**src/rtl/fst_pkg.sv**
```systemverilog
// ----------------------------------------------------------------------------
// fst_pkg
// Shared constants, field widths, codes and types of the frequency sorted table.
// ----------------------------------------------------------------------------
package fst_pkg;

  localparam int CAPACITY_DEF   = 64;
  localparam int KEY_BITS_DEF   = 32;
  localparam int COUNT_BITS_DEF = 16;

  localparam int KIND_W  = 1;
  localparam int KEY_W   = 32;
  localparam int INDEX_W = 6;
  localparam int COUNT_W = 16;
  localparam int POS_W   = 6;

  typedef enum logic [KIND_W-1:0] {
    KIND_ADD  = 1'b0,
    KIND_READ = 1'b1
  } kind_t;

  typedef enum logic [2:0] {
    ST_IDLE,
    ST_RD_WAIT,
    ST_SEARCH,
    ST_BUBBLE,
    ST_PLACE,
    ST_FIN
  } state_t;

  typedef struct packed {
    logic [KEY_W-1:0]   entry_key;
    logic [COUNT_W-1:0] entry_count;
    logic [POS_W-1:0]   position;
    logic               is_new;
    logic               dropped;
    logic               present;
  } result_t;

endpackage

```
**src/rtl/fst_if.sv**
```systemverilog
// ----------------------------------------------------------------------------
// fst_in_if / fst_out_if
// Valid/ready channels for requests into the table and results out of it.
// ----------------------------------------------------------------------------
interface fst_in_if;
  import fst_pkg::*;

  logic               valid;
  logic               ready;
  logic [KIND_W-1:0]  kind;
  logic [KEY_W-1:0]   key;
  logic [INDEX_W-1:0] index;

  modport source (output valid, output kind, output key, output index, input ready);
  modport sink   (input valid, input kind, input key, input index, output ready);
endinterface

interface fst_out_if;
  import fst_pkg::*;

  logic               valid;
  logic               ready;
  logic [KEY_W-1:0]   entry_key;
  logic [COUNT_W-1:0] entry_count;
  logic [POS_W-1:0]   position;
  logic               is_new;
  logic               dropped;
  logic               present;

  modport source (output valid, output entry_key, output entry_count, output position,
                  output is_new, output dropped, output present, input ready);
  modport sink   (input valid, input entry_key, input entry_count, input position,
                  input is_new, input dropped, input present, output ready);
endinterface

```
**src/rtl/frequency_sorted_table.sv**
```systemverilog
// ----------------------------------------------------------------------------
// frequency_sorted_table
// Table of keys with repeat counts kept in order of count, high to low.
//
//   Channel  Direction  Payload                                          
//   in_ch    sink       kind, key, index                                 
//   out_ch   source     entry_key, entry_count, position, is_new,        
//                       dropped, present                                 
//
// A read goes through ST_RD_WAIT to the output register, or straight to ST_FIN
// past the fill level. An add searches the positions one after another from the
// head, and a hit below the head that is not saturated then moves the entry toward
// the head one position at a time through ST_BUBBLE and, if it reaches the head,
// ST_PLACE; the single read port of the entry memory sets this pace. A full output
// register holds the finished result back in ST_FIN until it is free.
// Reset empties the table at once; there is no clearing pass.
// A new request is taken while a finished result waits in the output register.
// ----------------------------------------------------------------------------
module frequency_sorted_table #(
  parameter int CAPACITY   = fst_pkg::CAPACITY_DEF,
  parameter int KEY_BITS   = fst_pkg::KEY_BITS_DEF,
  parameter int COUNT_BITS = fst_pkg::COUNT_BITS_DEF
) (
  input  logic      clk,
  input  logic      rst_n,
  fst_in_if.sink    in_ch,
  fst_out_if.source out_ch
);
  import fst_pkg::*;

  localparam int AW = $clog2(CAPACITY);
  localparam int EW = KEY_BITS + COUNT_BITS;

  logic          ram_we;
  logic [AW-1:0] ram_waddr;
  logic [EW-1:0] ram_wdata;
  logic [AW-1:0] ram_raddr;
  logic [EW-1:0] ram_rdata;
  logic          res_valid;
  logic          res_ready;
  result_t       res;

  fst_ram #(
    .WIDTH (EW),
    .DEPTH (CAPACITY)
  ) u_ram (
    .clk   (clk),
    .we    (ram_we),
    .waddr (ram_waddr),
    .wdata (ram_wdata),
    .raddr (ram_raddr),
    .rdata (ram_rdata)
  );

  fst_ctrl #(
    .CAPACITY   (CAPACITY),
    .KEY_BITS   (KEY_BITS),
    .COUNT_BITS (COUNT_BITS)
  ) u_ctrl (
    .clk       (clk),
    .rst_n     (rst_n),
    .in_ch     (in_ch),
    .ram_we    (ram_we),
    .ram_waddr (ram_waddr),
    .ram_wdata (ram_wdata),
    .ram_raddr (ram_raddr),
    .ram_rdata (ram_rdata),
    .res_valid (res_valid),
    .res_ready (res_ready),
    .res       (res)
  );

  fst_out_stage u_out (
    .clk       (clk),
    .rst_n     (rst_n),
    .res_valid (res_valid),
    .res_ready (res_ready),
    .res       (res),
    .out_ch    (out_ch)
  );

endmodule

```
**src/rtl/fst_ram.sv**
```systemverilog
// ----------------------------------------------------------------------------
// fst_ram
// Generic single-write, single-read RAM with a registered read port.
// ----------------------------------------------------------------------------
module fst_ram #(
  parameter int WIDTH = 8,
  parameter int DEPTH = 2
) (
  input  logic                     clk,
  input  logic                     we,
  input  logic [$clog2(DEPTH)-1:0] waddr,
  input  logic [WIDTH-1:0]         wdata,
  input  logic [$clog2(DEPTH)-1:0] raddr,
  output logic [WIDTH-1:0]         rdata
);

  logic [WIDTH-1:0] mem [DEPTH];

  always_ff @(posedge clk) begin
    if (we) begin
      mem[waddr] <= wdata;
    end
    rdata <= mem[raddr];
  end

endmodule

```
**src/rtl/fst_ctrl.sv**
```systemverilog
// ----------------------------------------------------------------------------
// fst_ctrl
// Sequencer that serves reads, searches the table, bumps counts, shifts entries
// toward the head and appends new keys through the entry memory.
// ----------------------------------------------------------------------------
module fst_ctrl #(
  parameter int CAPACITY   = fst_pkg::CAPACITY_DEF,
  parameter int KEY_BITS   = fst_pkg::KEY_BITS_DEF,
  parameter int COUNT_BITS = fst_pkg::COUNT_BITS_DEF
) (
  input  logic                                 clk,
  input  logic                                 rst_n,
  fst_in_if.sink                               in_ch,
  output logic                                 ram_we,
  output logic [$clog2(CAPACITY)-1:0]          ram_waddr,
  output logic [KEY_BITS+COUNT_BITS-1:0]       ram_wdata,
  output logic [$clog2(CAPACITY)-1:0]          ram_raddr,
  input  logic [KEY_BITS+COUNT_BITS-1:0]       ram_rdata,
  output logic                                 res_valid,
  input  logic                                 res_ready,
  output fst_pkg::result_t                     res
);
  import fst_pkg::*;

  localparam int AW = $clog2(CAPACITY);
  localparam int FW = $clog2(CAPACITY + 1);
  localparam int XW = (FW > INDEX_W) ? FW : INDEX_W;
  localparam logic [COUNT_BITS-1:0] CMAX = {COUNT_BITS{1'b1}};

  state_t                state_r, state_nxt;
  logic [FW-1:0]         fill_r, fill_nxt;
  logic [KEY_BITS-1:0]   key_r, key_nxt;
  logic [AW-1:0]         scan_r, scan_nxt;
  logic [AW-1:0]         pos_r, pos_nxt;
  logic [COUNT_BITS-1:0] cnt_r, cnt_nxt;
  result_t               res_r, res_nxt;

  logic [KEY_BITS-1:0]   rd_key;
  logic [COUNT_BITS-1:0] rd_cnt;
  logic [KEY_BITS-1:0]   in_key;
  logic [COUNT_BITS-1:0] cnt_inc;
  logic [AW-1:0]         pos_dec;

  assign rd_key  = ram_rdata[KEY_BITS+COUNT_BITS-1:COUNT_BITS];
  assign rd_cnt  = ram_rdata[COUNT_BITS-1:0];
  assign in_key  = KEY_BITS'(in_ch.key);
  assign cnt_inc = rd_cnt + COUNT_BITS'(1);
  assign pos_dec = pos_r - AW'(1);

  assign in_ch.ready = (state_r == ST_IDLE);
  assign res_valid   = (state_r == ST_FIN);
  assign res         = res_r;

  always_ff @(posedge clk) begin
    if (!rst_n) begin
      state_r <= ST_IDLE;
      fill_r  <= '0;
    end else begin
      state_r <= state_nxt;
      fill_r  <= fill_nxt;
    end
  end

  always_ff @(posedge clk) begin
    key_r  <= key_nxt;
    scan_r <= scan_nxt;
    pos_r  <= pos_nxt;
    cnt_r  <= cnt_nxt;
    res_r  <= res_nxt;
  end

  always_comb begin
    state_nxt = state_r;
    fill_nxt  = fill_r;
    key_nxt   = key_r;
    scan_nxt  = scan_r;
    pos_nxt   = pos_r;
    cnt_nxt   = cnt_r;
    res_nxt   = res_r;
    ram_we    = 1'b0;
    ram_waddr = pos_r;
    ram_wdata = {key_r, cnt_r};
    ram_raddr = '0;

    unique case (state_r)
      ST_IDLE: begin
        if (in_ch.valid) begin
          if (kind_t'(in_ch.kind) == KIND_READ) begin
            res_nxt.position = POS_W'(in_ch.index);
            res_nxt.is_new   = 1'b0;
            res_nxt.dropped  = 1'b0;
            if (XW'(in_ch.index) < XW'(fill_r)) begin
              ram_raddr = AW'(in_ch.index);
              state_nxt = ST_RD_WAIT;
            end else begin
              res_nxt.entry_key   = '0;
              res_nxt.entry_count = '0;
              res_nxt.present     = 1'b0;
              state_nxt           = ST_FIN;
            end
          end else begin
            key_nxt = in_key;
            if (fill_r == '0) begin
              ram_we    = 1'b1;
              ram_waddr = '0;
              ram_wdata = {in_key, {COUNT_BITS{1'b0}}};
              fill_nxt  = FW'(1);
              res_nxt   = '{entry_key: KEY_W'(in_key), entry_count: '0, position: '0,
                            is_new: 1'b1, dropped: 1'b0, present: 1'b1};
              state_nxt = ST_FIN;
            end else begin
              ram_raddr = '0;
              scan_nxt  = '0;
              state_nxt = ST_SEARCH;
            end
          end
        end
      end

      ST_RD_WAIT: begin
        res_nxt.entry_key   = KEY_W'(rd_key);
        res_nxt.entry_count = COUNT_W'(rd_cnt);
        res_nxt.present     = 1'b1;
        state_nxt           = ST_FIN;
      end

      ST_SEARCH: begin
        ram_raddr = scan_r + AW'(1);
        if (rd_key == key_r) begin
          res_nxt.entry_key = KEY_W'(key_r);
          res_nxt.is_new    = 1'b0;
          res_nxt.dropped   = 1'b0;
          res_nxt.present   = 1'b1;
          if (rd_cnt == CMAX) begin
            res_nxt.entry_count = COUNT_W'(rd_cnt);
            res_nxt.position    = POS_W'(scan_r);
            state_nxt           = ST_FIN;
          end else if (scan_r == '0) begin
            ram_we              = 1'b1;
            ram_waddr           = '0;
            ram_wdata           = {key_r, cnt_inc};
            res_nxt.entry_count = COUNT_W'(cnt_inc);
            res_nxt.position    = '0;
            state_nxt           = ST_FIN;
          end else begin
            ram_raddr = scan_r - AW'(1);
            pos_nxt   = scan_r;
            cnt_nxt   = cnt_inc;
            state_nxt = ST_BUBBLE;
          end
        end else if ((FW'(scan_r) + FW'(1)) == fill_r) begin
          if (fill_r < FW'(CAPACITY)) begin
            ram_we    = 1'b1;
            ram_waddr = AW'(fill_r);
            ram_wdata = {key_r, {COUNT_BITS{1'b0}}};
            fill_nxt  = fill_r + FW'(1);
            res_nxt   = '{entry_key: KEY_W'(key_r), entry_count: '0,
                          position: POS_W'(fill_r), is_new: 1'b1, dropped: 1'b0,
                          present: 1'b1};
          end else begin
            res_nxt   = '{entry_key: KEY_W'(key_r), entry_count: '0, position: '0,
                          is_new: 1'b0, dropped: 1'b1, present: 1'b0};
          end
          state_nxt = ST_FIN;
        end else begin
          scan_nxt = scan_r + AW'(1);
        end
      end

      ST_BUBBLE: begin
        if (rd_cnt < cnt_r) begin
          ram_we    = 1'b1;
          ram_waddr = pos_r;
          ram_wdata = ram_rdata;
          pos_nxt   = pos_dec;
          if (pos_dec == '0) begin
            state_nxt = ST_PLACE;
          end else begin
            ram_raddr = pos_r - AW'(2);
          end
        end else begin
          ram_we              = 1'b1;
          res_nxt.entry_count = COUNT_W'(cnt_r);
          res_nxt.position    = POS_W'(pos_r);
          state_nxt           = ST_FIN;
        end
      end

      ST_PLACE: begin
        ram_we              = 1'b1;
        res_nxt.entry_count = COUNT_W'(cnt_r);
        res_nxt.position    = POS_W'(pos_r);
        state_nxt           = ST_FIN;
      end

      ST_FIN: begin
        if (res_ready) begin
          state_nxt = ST_IDLE;
        end
      end

      default: begin
        state_nxt = ST_IDLE;
      end
    endcase
  end

endmodule

```
**src/rtl/fst_out_stage.sv**
```systemverilog
// ----------------------------------------------------------------------------
// fst_out_stage
// Output register that holds one finished result until the sink takes it.
// ----------------------------------------------------------------------------
module fst_out_stage (
  input  logic             clk,
  input  logic             rst_n,
  input  logic             res_valid,
  output logic             res_ready,
  input  fst_pkg::result_t res,
  fst_out_if.source        out_ch
);
  import fst_pkg::*;

  logic    valid_r, valid_nxt;
  result_t data_r, data_nxt;

  assign res_ready = !valid_r || out_ch.ready;

  always_comb begin
    valid_nxt = valid_r;
    data_nxt  = data_r;
    if (res_ready) begin
      valid_nxt = res_valid;
      data_nxt  = res;
    end
  end

  always_ff @(posedge clk) begin
    if (!rst_n) begin
      valid_r <= 1'b0;
    end else begin
      valid_r <= valid_nxt;
    end
  end

  always_ff @(posedge clk) begin
    data_r <= data_nxt;
  end

  assign out_ch.valid       = valid_r;
  assign out_ch.entry_key   = data_r.entry_key;
  assign out_ch.entry_count = data_r.entry_count;
  assign out_ch.position    = data_r.position;
  assign out_ch.is_new      = data_r.is_new;
  assign out_ch.dropped     = data_r.dropped;
  assign out_ch.present     = data_r.present;

endmodule

```
**src/flat_wrapper.sv**
```systemverilog
// flat-port wrapper written by rule: the top's interface ports become plain ports
module frequency_sorted_table_flat import fst_pkg::*;
#(
  parameter int CAPACITY   = fst_pkg::CAPACITY_DEF,
  parameter int KEY_BITS   = fst_pkg::KEY_BITS_DEF,
  parameter int COUNT_BITS = fst_pkg::COUNT_BITS_DEF
)
  (clk, rst_n, in_ch_valid, in_ch_kind, in_ch_key, in_ch_index, in_ch_ready, out_ch_valid, out_ch_entry_key, out_ch_entry_count, out_ch_position, out_ch_is_new, out_ch_dropped, out_ch_present, out_ch_ready);
  fst_in_if in_ch_i ();
  fst_out_if out_ch_i ();
  input  logic clk;
  input  logic rst_n;
  input wire logic [$bits(in_ch_i.valid)-1:0] in_ch_valid;
  input wire logic [$bits(in_ch_i.kind)-1:0] in_ch_kind;
  input wire logic [$bits(in_ch_i.key)-1:0] in_ch_key;
  input wire logic [$bits(in_ch_i.index)-1:0] in_ch_index;
  output wire logic [$bits(in_ch_i.ready)-1:0] in_ch_ready;
  output wire logic [$bits(out_ch_i.valid)-1:0] out_ch_valid;
  output wire logic [$bits(out_ch_i.entry_key)-1:0] out_ch_entry_key;
  output wire logic [$bits(out_ch_i.entry_count)-1:0] out_ch_entry_count;
  output wire logic [$bits(out_ch_i.position)-1:0] out_ch_position;
  output wire logic [$bits(out_ch_i.is_new)-1:0] out_ch_is_new;
  output wire logic [$bits(out_ch_i.dropped)-1:0] out_ch_dropped;
  output wire logic [$bits(out_ch_i.present)-1:0] out_ch_present;
  input wire logic [$bits(out_ch_i.ready)-1:0] out_ch_ready;
  assign in_ch_i.valid = in_ch_valid;
  assign in_ch_i.kind = in_ch_kind;
  assign in_ch_i.key = in_ch_key;
  assign in_ch_i.index = in_ch_index;
  assign in_ch_ready = in_ch_i.ready;
  assign out_ch_valid = out_ch_i.valid;
  assign out_ch_entry_key = out_ch_i.entry_key;
  assign out_ch_entry_count = out_ch_i.entry_count;
  assign out_ch_position = out_ch_i.position;
  assign out_ch_is_new = out_ch_i.is_new;
  assign out_ch_dropped = out_ch_i.dropped;
  assign out_ch_present = out_ch_i.present;
  assign out_ch_i.ready = out_ch_ready;
  frequency_sorted_table #(.CAPACITY(CAPACITY), .KEY_BITS(KEY_BITS), .COUNT_BITS(COUNT_BITS)) u_core (.clk(clk), .rst_n(rst_n), .in_ch(in_ch_i), .out_ch(out_ch_i));
endmodule
```
**config.mk**
```make
export PLATFORM = sky130hd
export DESIGN_NAME = frequency_sorted_table_flat
export DESIGN_NICKNAME = d
export VERILOG_FILES = /design/src/rtl/fst_pkg.sv /design/src/rtl/fst_if.sv /design/src/rtl/frequency_sorted_table.sv /design/src/rtl/fst_ram.sv /design/src/rtl/fst_ctrl.sv /design/src/rtl/fst_out_stage.sv /design/src/flat_wrapper.sv
export SDC_FILE = /design/constraint.sdc
export NUM_CORES = 2
export LEC_CHECK = 0
export BUFFER_PORTS_ARGS = -buffer_cell sky130_fd_sc_hd__buf_2
export CAP_MARGIN = 10
export CORE_UTILIZATION = 25
export DETAILED_ROUTE_END_ITERATION = 7
export GPL_TIMING_DRIVEN = 0
export PLACE_DENSITY = 0.5
export SLEW_MARGIN = 25
export SYNTH_ARGS = -nofsm -noshare
export SYNTH_HDL_FRONTEND = slang
export SYNTH_SLANG_ARGS = --single-unit
export TNS_END_PERCENT = 1
```
**constraint.sdc**
```tcl
create_clock -name clk -period 6.7 [get_ports clk]
set_input_delay 0.335 -clock clk [delete_from_list [all_inputs] [get_ports clk]]
set_output_delay 0.335 -clock clk [all_outputs]
set_load 0.02 [all_outputs]
```
Word level (Yosys, flattened, before mapping)

Memories as Yosys holds them, arrays and structs flattened. A register that Yosys moved wholly into a read port is not among the register bits.
Index checks and enable logic that the tools add are counted.

Mux-type cells: 85
Equal/unequal tests: 27
Bitwise gates (word level): 3
$add $sub $neg: 7
Reductions and logical operators: 23
$lt $le $gt $ge: 3

Operator list:

| kind                    | number |
|---|---|
| $mux W57                | 5 |
| $mux W48                | 5 |
| $mux W6                 | 25 |
| $pmux W48 S3            | 1 |
| $pmux W32 S3            | 1 |
| $mux W16                | 5 |
| $pmux W16 S5            | 1 |
| $mux W22                | 3 |
| $mux W7                 | 6 |
| $pmux W6 S2             | 3 |
| $mux W3                 | 11 |
| $eq A32 B32 Y1          | 1 |
| $ne A2 B2 Y1 const B    | 12 |
| $pmux W6 S4             | 1 |
| $pmux W6 S3             | 1 |
| $add A16 B1 Y16 const B | 1 |
| $eq A16 B16 Y1 const B  | 1 |
| $lt A16 B16 Y1          | 1 |
| $pmux W3 S5             | 1 |
| $pmux W7 S2             | 1 |
| $reduce_and A7 Y1       | 2 |
| $logic_not A6 Y1        | 2 |
| $reduce_and A4 Y1       | 3 |
| $reduce_and A6 Y1       | 2 |
| other kinds (31)        | 53 |

Input port bits: 43
Memories: 1
Logic and storage cells: 168
Register bits after elaboration: 185
Memory bits (writable): 3072
Output and inout bits: 59

Memories:

| memory           | words | bits a word | rd ports | clocked after memory_dff | wr ports | line          | RTL |
|---|---|---|---|---|---|---|---|
| u_core.u_ram.mem | 64    | 48          | 1        | 1                        | 1        | fst_ram.sv:17 | `logic [WIDTH-1:0] mem [DEPTH];` |

Depth between registers and ports, before layout

Depth after elaboration: 7
Gate-level depth with buffers: 19
Depth with buffers taken out: 12

Hierarchy

From an unflattened synthesis, not the netlist that was laid out.

Cell total of the unflattened synthesis: 6128
Area total of the unflattened synthesis: 128269.3 sq um

By module, submodules not included:

| module        | cells an instance | seq. area each (sq um) | times used | area each (sq um) |
|---|---|---|---|---|
| fst_ram       | 5247              | 93209.4                | 1          | 118190.9 |
| fst_ctrl      | 820               | 3713.6                 | 1          | 8318.0 |
| fst_out_stage | 61                | 1731.7                 | 1          | 1760.4 |

Least setup slack after synthesis

OpenSTA, ideal clock, no wires.

Kind: register -> register
From: register u_core.u_ctrl.scan_r[0]
To: memory u_core.u_ram.mem[61][0] in the netlist's numbering, enable pin
Arrival: 6.507 ns
Cell stages (with the launch flop): 15
Clock period less this slack: 7.020 ns
Library setup time: 0.513 ns
Slack: -0.320 ns
Required time: 6.187 ns
Buffers on the path: 3
Cell sequence: edfxtp_1 > clkbuf_1 > inv_1 > ha_1 > xnor2_1 > nand2_1 > or4b_1 > nand4b_1 > nor4_1 > clkbuf_1 > nand3_1 > o22a_1 > or2_2 > clkbuf_1 > nor3_1

Word-level cells in the longest chain between the ends: 7
Elaborated cells on any way between the ends: 15
Classes of those cells: 1 x add/sub; 1 x eq/ne; 12 x mux; 1 x reduce/logical

RTL lines:

| item                                              | line                             | RTL |
|---|---|---|
| start: declaration                                | fst_ctrl.sv:33                   | `logic [AW-1:0] scan_r, scan_nxt;` |
| start signal: assignment                          | fst_ctrl.sv:66                   | `scan_r <= scan_nxt;` |
| $add A6 B1 Y7 or $logic_not A6 Y1 (tied branches) | fst_ctrl.sv:151, fst_ctrl.sv:138 |  |
| $eq A7 B7 Y1 or $mux W1 (tied branches)           | fst_ctrl.sv:151, fst_ctrl.sv:138 |  |
| $mux W1 (on tied branches)                        | fst_ctrl.sv:151, fst_ctrl.sv:134 |  |
| $mux W1                                           | fst_ctrl.sv:129                  | `if (rd_key == key_r) begin` |
| $pmux W1 S3                                       | fst_ctrl.sv:85                   | `unique case (state_r)` |
| $mux W1                                           | fst_ram.sv:20                    | `if (we) begin` |
| $mux W1 (not written as such)                     | fst_ram.sv:21                    | `mem[waddr] <= wdata;` |
| end: declaration                                  | fst_ram.sv:17                    |  |

Several ways; a longest one is shown, not always the timed one.

Worst setup path in the final report

From: register u_core.u_ctrl.fill_r[4]
To: register u_core.u_ram.rdata[32] (read register of u_core.u_ram.mem)

Word-level cells in the longest chain between the ends: 5

RTL lines:

| item                     | line           | RTL |
|---|---|---|
| start: declaration       | fst_ctrl.sv:31 | `logic [FW-1:0] fill_r, fill_nxt;` |
| start signal: assignment | fst_ctrl.sv:60 | `fill_r <= fill_nxt;` |
| $lt A6 B7 Y1             | fst_ctrl.sv:92 | `if (XW'(in_ch.index) < XW'(fill_r)) begin` |
| $mux W6                  | fst_ctrl.sv:92 |  |
| $mux W6                  | fst_ctrl.sv:88 | `if (kind_t'(in_ch.kind) == KIND_READ) begin` |
| $mux W6                  | fst_ctrl.sv:87 | `if (in_ch.valid) begin` |
| $pmux W6 S3              | fst_ctrl.sv:85 |  |
| end: declaration         | fst_ram.sv:14  | `output logic [WIDTH-1:0] rdata` |

No other way between the ends.
A chain may end at the register's enable or synchronous reset.

==> flow_summary.yaml <==
logic_synthesis:
  synth.most_common_cell: "edfxtp_1"
  syn_inst: 7805
  yosys-top-cells-count: "edfxtp_1 (3,246), nand2_1 (1,323), nand3_1 (729)"
  yosysUniqueCellTypes: 89
  synth_area_per_cell_sq_um: 16.59
  ys_async_sr_fraction_pct: 0
  syn_nets: 7877
  synth_top_family_by_area: "multiplexers"
  ys_ff_latch: 3305
  post_synth_xor_area_fraction_pct: 0.4840
  ys_top_cells_by_area: "edfxtp_1 (75%), mux4_2 (6.7%), nand2_1 (3.8%)"
  yosysSeqAreaShare_pct: 76.18
  synth_top_area_share_pct: 75.27
  synth_compound_area_share_pct: 4.492
  synth_area_sq_um: 129500
  synth_edf_count: 3246
  synth_simple_gate_area_share_pct: 8.023
  ys.flop_type: "edfxtp_1"
  synthMuxAreaShare_pct: 8.542
  synth-warning-count: 0
  synth_area_leader_cell: "edfxtp_1"
  synth_fa_ha_area_share_pct: 0.2802
pwr:
  ir_drop_uv: 282.6
  power.density_nw_per_um2: 421.5
  power_uw: 66420
  power.leakage_uw: 0.05186
detailed_routing:
  avgViaCountPerCell: 4.926
  dr.first_iter.drc_count: 11315
  vias: 78189
  drc: 18
  wl_per_cell_microns: 28.86
  ant_nets: 0
  dr.pass1.iters: 8
  routed_wirelength_mm: 458.2
floorplan:
  dieArea_sq_um: 520900
  pin_count: 102
  die_width_microns: 721.7
  core_sq_um: 514300
  start_util_pct: 25.18
  rows: 263
  die_h_microns: 721.7
timing:
  finalMaxSlewViolations: 0
  setup_tns_ns: -0.4484
  min_period_over_period_pct: 102.6
  skew_ns: 0.05541
  finalCriticalPeriod_ns: 6.875
  rsz0062_at_grt: "yes"
  finalHoldViolCount: 0
  worst_slack_ns: -0.1746
  setup-violations-final: 5
  max-slew-margin-rel_pct: 7.502
  fmax_ghz: 0.1455
  max_slew.worst_pin.slew_ns: 1.387
setup_path:
  cp_cell_sequence: "clkinv_1, ha_1, and4b_1, o21ai_0, o221ai_1, a2bb2oi_1, o21a_1, buf_6, buf_6, buf_4, buf_4, buf_2, nand2_1, nand3_1, a21oi_1, nor4_1, o32a_1"
  cp.required_ns: 7.42
  worstSetupPathType: "flop to flop"
  crit_slowest_cell: "o32a_1"
  critPathMaxStageDelay_ns: 0.95
  cp.arrival_ns: 7.60
  critical_path_peak_fanout: 22
  end_kind: "flop"
  start_kind: "flop"
clock_tree:
  post_cts_buffers: 0
  clk_pin_slew_ns: 0.06
  cts.sinks: 3305
  insertion_delay_ns: 0.97
  cts_buffers: 344
  root_buffer: "clkbuf_16"
  cts_tree: "yes"
  cts_htree_levels: 5
  clockBufferDepth: 4
global_route:
  antenna_found_initial: 75
  overflow: 0
  grt_pass1_wl_mm: 620.0
  grt_use_total_pct: 16.96
  grt_max_degree: 65
  grt_pass1_vias: 75292
final_layout:
  drive_above_1_share_pct: 19.49
  fin_nets: 8676
  fillers: 50170
  area_delta_synth_final_pct: 21.69
outcome:
  violations: "design-rule violations, negative setup slack"
  status: "complete, but fails checks"
place:
  dp_hpwl_mm: 332.8
  portBuffers: 101
  gp_congestion: 0.9411
worst_hold_path:
  worstHoldPathType: "input pin to flop"
job:
  drv_cap: 0
[per-stage QoR]
stage	cells	utilization, %	cell area [sq um]	worst slack (ns)	hold WS [ns]
4_1_cts	15770	30.54	157100	-0.01685	0.05216
3_5_place_dp	15106	28.36	145900	-0.1989	0.4045
3_3_place_gp	14796	26.95	138600	-7.804	0.4014
2_1_floorplan	7805	-	129500	-0.3199	0.4003
5_1_grt	15829	30.62	157500	-0.3271	0.1470
6_report	15874	30.64	157600	-0.1746	0.1497
[layer usage]
layer	global-route usage (%)	up-vias	share of wire (%)	wire, microns
met5	0.4623	-	0.12	533
met4	6.956	32	4.7	21750
met3	4.388	770	10	47590
met2	26.04	4243	44	202300
met1	22.73	40727	41	186000
li1	-	32417	-	-
[worst max-delay path, delay by kind of cell, from the launching register on]
family | cells | cell delay [ns]
AOI/OAI and AO/OA | 6 | 2.29
buffers and inverters | 6 | 2.04
and+or+nand+nor | 4 | 1.16
DFF | 1 | 0.59
adders and majority gates | 1 | 0.44
[kinds of logic after synthesis]
kind of cell	count (synthesis)
AOI/OAI and AO/OA	825
xor gates and xnor gates	70
adders and majority gates	29
buffers and inverters	587
DFF	3305
muxes	625
and+or+nand+nor	2364
[layout make-up]
cell class | count | area, sq um | share of cell area, %
multi-input cells | 3913 | 29510 | 18.72
well taps | 6890 | 8621 | 5.470
diodes | 99 | 247.7 | 0.1572
repair buffers | 453 | 7042 | 4.468
flip-flops and latches | 3305 | 98650 | 62.60
clock inverters | 190 | 1652 | 1.048
plain buffers | 486 | 2237 | 1.420
clock buffers | 437 | 9178 | 5.824
inverters | 101 | 451.7 | 0.2866
[flip-flops by register name, summed over array words and instances (netlist names)]
| signal | count |
|---|---|
| u_core.u_ram.mem | 3072 |
| u_core.u_out.out_ch.is_new | 1 |
| u_core.u_out.out_ch.entry_key | 32 |
| u_core.u_out.out_ch.dropped | 1 |
| u_core.u_ctrl.state_r | 3 |
| u_core.u_out.out_ch.present | 1 |
| u_core.u_out.out_ch.valid | 1 |
| u_core.u_out.out_ch.entry_count | 16 |
| u_core.u_ctrl.cnt_r | 16 |
| u_core.u_ctrl.scan_r | 6 |
| u_core.u_ctrl.key_r | 32 |
| u_core.u_ctrl.pos_r | 6 |
| u_core.u_ctrl.fill_r | 7 |
| u_core.u_ctrl.res | 57 |
| u_core.u_out.out_ch.position | 6 |
| u_core.u_ram.rdata | 48 |
[power breakdown]
group / internal (uW) / switching [uW] / total (uW) / leakage, uW
combinational: 5070 / 15100 / 20200 / 0.0165
clock: 10500 / 8180 / 18700 / 0.00528
sequential: 27100 / 459 / 27500 / 0.0301
total: 42700 / 23700 / 66400 / 0.0519
[worst paths after layout]
kind	start	to	slack (ns)	cells past startpoint
hold reg to reg	u_core.u_ctrl.res[42]	u_core.u_out.out_ch.entry_key[17]	0.40	0
setup / recovery	u_core.u_ctrl.fill_r[4]	u_core.u_ram.rdata[32]	-0.17	17
setup reg to reg	u_core.u_ctrl.fill_r[4]	u_core.u_ram.rdata[32]	-0.17	17
hold / removal	in_ch_index[5]	u_core.u_ctrl.res[8]	0.15	5
[placed cells by master (no fill, tap or decap), types with 29 or more instances in the layout]
master            n
o22ai_1         102
o21ai_0          33
a222oi_1         63
a21oi_1         239
diode_2          99
ha_1             29
a22oi_1         110
xor2_1           29
buf_12           96
xnor2_1          40
buf_16          121
clkinv_1         78
inv_4            29
buf_2           269
nand3_1         726
mux2i_1         240
nand2_1        1322
edfxtp_1       3246
nor4_2           32
dlygate4sd3_1    37
buf_4            91
o211ai_1         35
clkinv_2         54
dfxtp_1          59
inv_1            67
clkbuf_1        311
mux4_2          384
nand4_1          32
nor2_1           42
clkbuf_16       352
buf_1            36
nor4_1           34
nor2_4           58
[timing repair]
item / CTS / global route
hold buffers: 37 / 0
endpoints found under the setup margin: 14 / 54
endpoints found under the hold margin: 84 / 0
cloned: 0 / 0
resized for setup: 6 / 44
(Power assumes the default switching activity.)
